`config.mk`:
```
export PLATFORM = sky130hd
export DESIGN_NAME = mf3x3_median
export DESIGN_NICKNAME = d
export VERILOG_FILES = /design/src/mf3x3_pkg.sv /design/src/mf3x3_median.sv
export SDC_FILE = /design/constraint.sdc
export NUM_CORES = 1
export LEC_CHECK = 0
export BUFFER_PORTS_ARGS = -buffer_cell sky130_fd_sc_hd__buf_2
export CAP_MARGIN = 40
export CORE_MARGIN = 2
export CORE_UTILIZATION = 60
export CTS_CLUSTER_SIZE = 20
export DETAILED_ROUTE_END_ITERATION = 16
export PLACE_DENSITY = 0.83
export SYNTH_ARGS = -nofsm -noshare
export SYNTH_HDL_FRONTEND = slang
export SYNTH_SLANG_ARGS = --single-unit
```
`constraint.sdc`:
```
create_clock -name clk -period 8.28 [get_ports clk]
set_clock_uncertainty 0.2 [all_clocks]
set_input_delay 0.828 -clock clk [delete_from_list [all_inputs] [get_ports clk]]
set_output_delay 0.828 -clock clk [all_outputs]
set_load 0.02 [all_outputs]
```
`src/mf3x3_pkg.sv`:
```
// Package for the 3x3 median filter: pixel and column types, register
// indexes, line store word layout and the small compare/select functions.
// No dependencies.
package mf3x3_pkg;

  localparam int PIX_W         = 8;
  localparam int CFG_W         = 13;
  localparam int CFG_IDX_W     = 2;
  localparam int ROW_W         = 13;
  localparam int DEF_MAX_WIDTH = 4096;
  localparam int MAX_HEIGHT    = 4096;
  localparam int WIDTH_RESET   = 640;
  localparam int HEIGHT_RESET  = 480;

  localparam logic [CFG_IDX_W-1:0] REG_IMAGE_WIDTH  = 2'd0;
  localparam logic [CFG_IDX_W-1:0] REG_IMAGE_HEIGHT = 2'd1;

  // Source of one column entry: older line, newer line or incoming pixel.
  localparam logic [1:0] SEL_UPPER = 2'd0;
  localparam logic [1:0] SEL_LOWER = 2'd1;
  localparam logic [1:0] SEL_PIXEL = 2'd2;

  typedef logic [PIX_W-1:0] pix_t;

  // A window column, kept sorted.
  typedef struct packed {
    pix_t hi;
    pix_t mid;
    pix_t lo;
  } col_t;

  typedef struct packed {
    pix_t upper;
    pix_t lower;
  } ls_word_t;

  typedef struct packed {
    col_t [2:0] cols;
    logic       last;
  } med_req_t;

  function automatic pix_t min2(pix_t a, pix_t b);
    return (a < b) ? a : b;
  endfunction

  function automatic pix_t max2(pix_t a, pix_t b);
    return (a < b) ? b : a;
  endfunction

  function automatic pix_t med3(pix_t a, pix_t b, pix_t c);
    return max2(min2(a, b), min2(max2(a, b), c));
  endfunction

  function automatic col_t sort3(pix_t a, pix_t b, pix_t c);
    col_t res;
    pix_t lo1;
    pix_t hi1;
    pix_t t;
    lo1     = min2(a, b);
    hi1     = max2(a, b);
    res.hi  = max2(hi1, c);
    t       = min2(hi1, c);
    res.lo  = min2(lo1, t);
    res.mid = max2(lo1, t);
    return res;
  endfunction

  function automatic logic [ROW_W-1:0] clamp_height(logic [CFG_W-1:0] v);
    if (v == '0) begin
      return ROW_W'(1);
    end
    if (v > CFG_W'(MAX_HEIGHT)) begin
      return ROW_W'(MAX_HEIGHT);
    end
    return ROW_W'(v);
  endfunction

endpackage

```
`src/mf3x3_median.sv`:
```
// Median stages of the 3x3 median filter: combines three sorted columns
// into the median of nine over two register stages plus the output register.
// Depends on mf3x3_pkg.
module mf3x3_median (
  input  logic                clk,
  input  logic                rst_n,
  input  logic                req_valid,
  output logic                req_ready,
  input  mf3x3_pkg::med_req_t req,
  output logic                res_valid,
  input  logic                res_ready,
  output mf3x3_pkg::pix_t     res_pixel,
  output logic                res_last
);
  import mf3x3_pkg::*;

  logic     s2_v_r;
  med_req_t s2_r;
  logic     s3_v_r;
  pix_t     s3_lo_r;
  pix_t     s3_mid_r;
  pix_t     s3_hi_r;
  logic     s3_last_r;
  logic     o_v_r;
  pix_t     o_pix_r;
  logic     o_last_r;

  logic o_free;
  logic s3_free;
  logic s2_free;
  logic s3_go;
  logic s2_go;

  assign o_free    = !o_v_r || res_ready;
  assign s3_free   = !s3_v_r || o_free;
  assign s2_free   = !s2_v_r || s3_free;
  assign s3_go     = s3_v_r && o_free;
  assign s2_go     = s2_v_r && s3_free;
  assign req_ready = s2_free;

  always_ff @(posedge clk) begin
    if (!rst_n) begin
      s2_v_r <= 1'b0;
      s3_v_r <= 1'b0;
      o_v_r  <= 1'b0;
    end else begin
      if (s2_free) begin
        s2_v_r <= req_valid;
      end
      if (s3_free) begin
        s3_v_r <= s2_v_r;
      end
      if (o_free) begin
        o_v_r <= s3_v_r;
      end
    end
  end

  // Max of the column minima, median of the medians, min of the maxima;
  // the median of those three is the median of all nine.
  always_ff @(posedge clk) begin
    if (s2_free && req_valid) begin
      s2_r <= req;
    end
    if (s2_go) begin
      s3_lo_r   <= max2(max2(s2_r.cols[0].lo, s2_r.cols[1].lo), s2_r.cols[2].lo);
      s3_mid_r  <= med3(s2_r.cols[0].mid, s2_r.cols[1].mid, s2_r.cols[2].mid);
      s3_hi_r   <= min2(min2(s2_r.cols[0].hi, s2_r.cols[1].hi), s2_r.cols[2].hi);
      s3_last_r <= s2_r.last;
    end
    if (s3_go) begin
      o_pix_r  <= med3(s3_lo_r, s3_mid_r, s3_hi_r);
      o_last_r <= s3_last_r;
    end
  end

  assign res_valid = o_v_r;
  assign res_pixel = o_pix_r;
  assign res_last  = o_last_r;

endmodule

```
==> reports/results.ini, run 1 <==
[grt]
grt_remaining_overflow=0
grt_max_degree=74
track_usage=0.221
antenna_found_initial=0
grt_pass1_wl_um=19700
grt_pass1_vias=4351

[synthesis]
synth_top_area_frac=0.504
syn_nets=682
muxShareOfSynthArea=0.103
synth_area_sq_um=6370
synth_top_family_by_area=adder cells
synthAdderAreaFrac=0.137
yosysWarnings=0
synth.ff_latch_count=110
yosys.area_share.simple=0.0756
syn_inst=535
ys_async_sr_fraction=0
avgSynthCellArea_sq_um=11.9
synth-xor-area-share=0
synthFlopType=edfxtp_1
synth_compound_area_frac=0.118
ys_types=50
synth_edf_count=107
ys_top_cells_by_area=edfxtp_1 50%, ha_1 14%, mux2_2 6.7%, inv_1 4.5%, mux2i_1 3.6%
synth_largest_area_cell=edfxtp_1
yosysSeqAreaShare=0.514

[worst_setup_path]
endpoint=s3_mid_r[0]
end_kind=flip-flop
arrival_ns=6.08
cpPeakStageDelay_ns=0.61
path_depth=18
worstSetupStartpointType=flip-flop
rr_startpoint=s2_r[10]
reg2reg_to=s3_mid_r[0]
cp_data_required_time_ns=8.24
critical_path.top_delay_family=compound AO/OA/AOI/OAI gates
crit_buf_inv=0
cp_slowest_cell=o211ai_2
crit_type=flip-flop to flip-flop
crit_fanout=27
crit_chain=ha_1 -> a2111o_1 -> a21oi_4 -> mux2_2 -> ha_1 -> nand4_1 -> a21oi_1 -> nand2_1 -> o211ai_2 -> mux2i_1 -> ha_1 -> a21oi_1 -> nor2b_1 -> o21ai_0 -> o211ai_1 -> a21oi_1 -> o21ai_2 -> a221o_1
r2r_slack_ns=2.15
r2r_cells=18
crit_start=s2_r[10]

[sta]
period_needed_ns=6.13
slew_headroom=0.373
finalSetupViolations=0
period_share=0.740
drv_slew=0
worst_slew_pin_slew_ns=0.934
hold_viol=0
setup_tns_ns=0
rsz0062_at_grt=false
fmax_mhz=163

[placed_design]
place_congestion=0.898
place_hpwl_um=9210
portBuffers=87
placed_area_sq_um=6980

[final_layout]
nets=776
utilization=0.696
synthToLayoutAreaGrowth_pct=12.8
drive_gt1_frac=0.240
final_cell_area_sq_um=7190
seq_area_sq_um=3270
multi_input_area_sq_um=2780
fillers=758
n_antenna_cell=0

[route]
dr.pass1.iters=4
drtAntennaViolNets=0
drc=0
met3_length_um=438
wl_per_cell_um=15.5
met2_length_um=6150
viasPerCell=5.57
drt_iter0_drc=207
met1_length_um=5140
wirelength_um=11900
route.vias.total=4292
highest_layer=met4

[floorplanning]
ios=88
core_area_sq_um=10300
die-area_sq_um=11500
start_util=0.617
die_h_um=107
die_x_um=107
num_rows=37

[clock_tree]
cts.sinks=110
cts_buffer_depth=2
htree_levels=3
cts_hold_buf=0
clk_latency_ns=0.40
cts_root_buf=clkbuf_8
postCtsSetupBuffers=0
ctsResizeCount=0
path_clk_slew_ns=0.10
cts_inserted_buffers=9
tritoncts=built

[power_and_ir_drop]
p_leak_nw=3.21
powerDensity_nw_per_um2=244
peakVddDrop_mv=0.149

[min_path]
hold_class=flip-flop to flip-flop

[job]
cap_violations=0

[run_status]
outcome=complete, no violations

-- synth_stat cells, drive strengths merged (2+ instances only) --
cell and count:
a2111o 2, a2111oi 4, a211oi 5, a21boi 2, a21o 11, a21oi 33
a31oi 3, and4 3, and4b 2, buf 6, clkbuf 2, dfxtp 3
edfxtp 107, ha 70, inv 76, mux2 38, mux2i 23, nand2 37
nand2b 9, nand3 5, nand4 7, nor2 16, nor2b 6, nor3b 3
o211ai 3, o21a 2, o21ai 42, o22ai 2
-- cells in the final DEF (no fill, tap or decap), types with 3 or more instances in the layout --
cell type / n
a21oi_1: 32
nand4_1: 7
nand2_1: 37
mux2i_1: 23
inv_1: 76
a2111oi_0: 4
clkinv_1: 3
o21ai_1: 6
mux2_2: 38
nand3_1: 4
clkbuf_8: 9
a211oi_1: 5
ha_1: 70
nand2b_1: 9
dfxtp_1: 3
buf_2: 87
o21ai_0: 35
edfxtp_1: 107
a21o_1: 11
buf_4: 3
and4_1: 3
nor2b_1: 6
nor2_1: 16
-- area by class of cell --
cell class	count	area share
well taps	136	0.0237
clock buffers	10	0.0178
multi-input cells	341	0.387
clock inverters	6	0.0106
inverters	76	0.0397
repair buffers	91	0.0653
flip-flops and latches	110	0.456
-- state kept, by name, indices dropped and copies added (netlist names) --
name / count
s2_v_r: 1
s3_v_r: 1
s3_last_r: 1
res_pixel: 8
res_valid: 1
s3_lo_r: 8
s3_mid_r: 8
res_last: 1
s2_r: 73
s3_hi_r: 8
-- logic make-up (layout without fill, tap and decap cells) --
logic type / Yosys count / count (layout)
muxes: 61 / 61
buffers and inverters: 84 / 183
adders and majority gates: 70 / 70
AOI/OAI and AO/OA: 117 / 117
DFF: 110 / 110
and+or+nand+nor: 93 / 93
-- how the worst min path moves through the flow --
stage	from	end	slack, ns	cells after the start
2_1_floorplan	s3_last_r	res_last	0.20	0
3_3_place_gp	s3_last_r	res_last	0.21	0
3_5_place_dp	s2_r[0]	s3_last_r	0.23	0
4_1_cts	s2_r[0]	s3_last_r	0.25	0
5_1_grt	s2_r[0]	s3_last_r	0.25	0
6_report	s2_r[0]	s3_last_r	0.24	0
-- through the flow --
| stage | setup slack (ns) | total power [W] | hold WS [ns] | cells |
|---|---|---|---|---|
| 2_1_floorplan | 2.92 | 0.00125 | 0.200 | 535 |
| 3_3_place_gp | 2.35 | 0.00138 | 0.211 | 753 |
| 3_5_place_dp | 2.27 | 0.00142 | 0.225 | 754 |
| 4_1_cts | 2.20 | 0.00176 | 0.249 | 770 |
| 5_1_grt | 1.88 | 0.00187 | 0.250 | 770 |
| 6_report | 2.15 | 0.00175 | 0.244 | 770 |
-- report_power, final --
part | internal (W) | total (W) | switching (W)
clock network | 0.000167 | 0.000342 | 0.000175
registers | 0.000697 | 0.000726 | 0.0000283
logic | 0.000296 | 0.000686 | 0.000390
total | 0.00116 | 0.00175 | 0.000593
-- routing by layer --
layer | vias up | GRT usage
met3 | 12 | 0.0340
met4 | 0 | 0.0900
li1 | 2156 | -
met5 | - | 0
met1 | 2046 | 0.269
met2 | 78 | 0.392
No activity file was read; power rests on OpenSTA's default activity.
==> run 2, diff against run 1 <==
--- a/config.mk
+++ b/config.mk
@@ -5,13 +5,14 @@
 export SDC_FILE = /design/constraint.sdc
 export NUM_CORES = 1
 export LEC_CHECK = 0
+export ABC_AREA = 1
 export BUFFER_PORTS_ARGS = -buffer_cell sky130_fd_sc_hd__buf_2
 export CAP_MARGIN = 40
 export CORE_MARGIN = 2
-export CORE_UTILIZATION = 60
+export CORE_UTILIZATION = 58
 export CTS_CLUSTER_SIZE = 20
 export DETAILED_ROUTE_END_ITERATION = 16
-export PLACE_DENSITY = 0.83
+export PLACE_DENSITY = 0.8
 export SYNTH_ARGS = -nofsm -noshare
 export SYNTH_HDL_FRONTEND = slang
 export SYNTH_SLANG_ARGS = --single-unit
==> constraint.sdc (replaced) <==
create_clock -name clk -period 6.2 [get_ports clk]
set_clock_uncertainty 0.2 [all_clocks]
set_input_delay 0.62 -clock clk [delete_from_list [all_inputs] [get_ports clk]]
set_output_delay 0.62 -clock clk [all_outputs]
set_load 0.02 [all_outputs]
==> run 2 against run 1 <==
First-iteration DRC count fell by 16%; highest routed layer unchanged; flip-flop and latch count is the same; critical endpoint is now s3_mid_r[3]; via count is 7.8% higher.
==> reports/results.ini, run 2 <==
[run_status]
outcome=complete, no violations

[worst_setup_path]
crit_start=s2_r[14]
rr_startpoint=s2_r[14]
cpPeakStageDelay_ns=0.54  ; -0.07 ns
crit_type=flip-flop to flip-flop
cp_slowest_cell=a211oi_2
end_kind=flip-flop
cp_data_required_time_ns=6.13  ; -2.11 ns
worstSetupStartpointType=flip-flop
critical_path.top_delay_family=compound AO/OA/AOI/OAI gates
crit_buf_inv=2  ; +2
crit_chain=ha_1 -> a21oi_1 -> o21a_1 -> nand2_2 -> o21ai_0 -> ha_1 -> a21oi_1 -> nor2_1 -> a211oi_1 -> nand2_2 -> inv_1 -> nand2_1 -> o21ai_0 -> inv_1 -> ha_1 -> a21oi_1 -> nor2_1 -> a211oi_2 -> nand2_4 -> nand2_1 -> nand2_1
arrival_ns=5.01  ; -1.07 ns
crit_fanout=31  ; +15%

[grt]
grt_remaining_overflow=0  ; unchanged
grt_pass1_vias=4707  ; +8.2%
track_usage=0.218  ; -0.00297
grt_pass1_wl_um=19900  ; +1.2%
grt_max_degree=62  ; -16%
antenna_found_initial=0  ; unchanged

[synthesis]
ys_async_sr_fraction=0  ; unchanged
synthFlopType=edfxtp_1
syn_nets=810  ; +19%
synth_edf_count=107  ; unchanged
synth_area_sq_um=6310  ; -0.94%
yosysWarnings=0  ; unchanged
synth.most_common_cell=nand2_1
ys_top_cells_by_area=edfxtp_1 51%, ha_1 14%, nand2_1 9.5%, inv_1 6.4%, a21oi_1 3.9%
yosysSeqAreaShare=0.519  ; +0.00489
synth_largest_area_cell=edfxtp_1
synth_top_cells_by_count=159 x nand2_1, 108 x inv_1, 107 x edfxtp_1
syn_inst=663  ; +24%
avgSynthCellArea_sq_um=9.52  ; -20%
synth.ff_latch_count=110  ; unchanged
synth_top_area_frac=0.509  ; +0.00480
ys_types=23  ; -54%

[clock_tree]
cts_root_buf=clkbuf_8
postCtsSetupBuffers=0  ; unchanged
cts_inserted_buffers=9  ; unchanged
path_clk_slew_ns=0.11  ; about the same
htree_levels=3  ; unchanged
ctsResizeCount=0  ; unchanged
cts_buffer_depth=2  ; unchanged
cts.sinks=110  ; unchanged
tritoncts=built
cts_hold_buf=0  ; unchanged
clk_latency_ns=0.38  ; -0.02 ns

[sta]
drv_slew=0  ; unchanged
hold_viol=0  ; unchanged
worst_slew_pin_slew_ns=0.835  ; -0.0993 ns
rsz0062_at_grt=false
fmax_mhz=197  ; +21%
period_share=0.819  ; +0.0790
layout_setup_ws_ns=1.12  ; -1.03 ns
period_needed_ns=5.08  ; -1.05 ns
finalSetupViolations=0  ; unchanged
slew_headroom=0.443  ; +0.0700
setup_tns_ns=0  ; unchanged

[route]
wl_per_cell_um=13.0  ; -16%
route.vias.total=4627  ; +7.8%
viasPerCell=5.15  ; -7.6%
wirelength_um=11700  ; -1.6%
drc=0  ; unchanged
drt_iter0_drc=174  ; -16%
drtAntennaViolNets=0  ; unchanged
dr.pass1.iters=5  ; +1

[floorplanning]
num_rows=38  ; +2.7%
die_x_um=108  ; +1.2%
die_h_um=108  ; +1.2%
ios=88  ; unchanged
core_area_sq_um=10700  ; +4.1%
die-area_sq_um=11700  ; +2.4%
start_util=0.587  ; -0.0298

[power_and_ir_drop]
p_int_w=0.00143  ; +24%
power.total_w=0.00222  ; +27%
p_clk_frac=0.221  ; +0.026
p_sw_frac=0.355  ; +0.0163
p_leak_nw=3.44  ; +7.0%
netSwitchingPower_w=0.000788  ; +33%
powerDensity_nw_per_um2=311  ; +28%
sequentialPowerShare=0.422  ; +0.008
combPwrFrac=0.357  ; -0.034
peakVddDrop_mv=0.259  ; +74%

[final_layout]
largest_register_ffs=73  ; unchanged
final_cell_area_sq_um=7130  ; -0.75%
layout_commonest_cell=nand2_1
n_antenna_cell=0  ; unchanged
final_cells=898  ; +17%
nets=900  ; +16%
synthToLayoutAreaGrowth_pct=13.0
top_register=s2_r
layout_common_cells=159 x nand2_1, 107 x inv_1, 107 x edfxtp_1, 88 x buf_2, 70 x ha_1
drive_gt1_frac=0.177  ; -0.0630

[placed_design]
portBuffers=87  ; unchanged
placed_area_sq_um=6910  ; -1.1%
place_hpwl_um=9260  ; +0.51%
post-place-ws_ns=1.26  ; -1.01 ns
place_congestion=0.908  ; +1.1%
dp.cells=882  ; +17%

[min_path]
hold_class=primary input to flip-flop
min_from=req[38]

[job]
cap_violations=0  ; unchanged

==> run 2: power by group through the flow <==
stage	Combinational [W]	Clock (W)	Sequential, W
2_1_floorplan	0.000596	0	0.000963
3_3_place_gp	0.000741	0	0.000953
3_5_place_dp	0.000791	0	0.000956
4_1_cts	0.000795	0.000503	0.000939
5_1_grt	0.000925	0.000530	0.000945
6_report	0.000792	0.000491	0.000938
==> run 2: area by class of cell <==
cell class / instances / area (sq um)
fill: 864 / 3610
sequential: 110 / 3270
multi-input combinational: 434 / 2580
timing repair buffer: 90 / 475
inverter: 108 / 405
tap: 140 / 175
clock buffer: 9 / 124
clock inverter: 7 / 101
==> run 2: cells by family (layout without fill, tap and decap cells) <==
group | Yosys count | in the layout | share of synthesized area
AND/OR/NAND/NOR | 252 | 252 | 0.169
flip-flops | 110 | 110 | 0.519
AO/OA/AOI/OAI | 112 | 112 | 0.101
buffers and inverters | 119 | 214 | 0.0730
adder cells (fa/ha/maj) | 70 | 70 | 0.139
==> run 2: final timing paths <==
kind / depth (start not counted) / slack (ns) / end
max: 21 / 1.12 / s3_mid_r[3]
min: 1 / 0.20 / s2_r[38]
max reg2reg: 21 / 1.12 / s3_mid_r[3]
min reg2reg: 0 / 0.23 / res_last
==> run 2: per-layer routing <==
metal / GRT usage / vias up / part of all wire
met2: 0.391 / 100 / 0.51
met1: 0.261 / 2119 / 0.43
met4: 0.0577 / 0 / 0.011
li1: - / 2399 / -
met5: 0 / - / 0
met3: 0.0567 / 9 / 0.045
==> run 2: per-stage QoR <==
step           hold slack, ns  utilization
2_1_floorplan           0.200            -
3_3_place_gp            0.207        0.640
3_5_place_dp            0.206        0.643
4_1_cts                 0.180        0.664
5_1_grt                 0.164        0.664
6_report                0.195        0.664
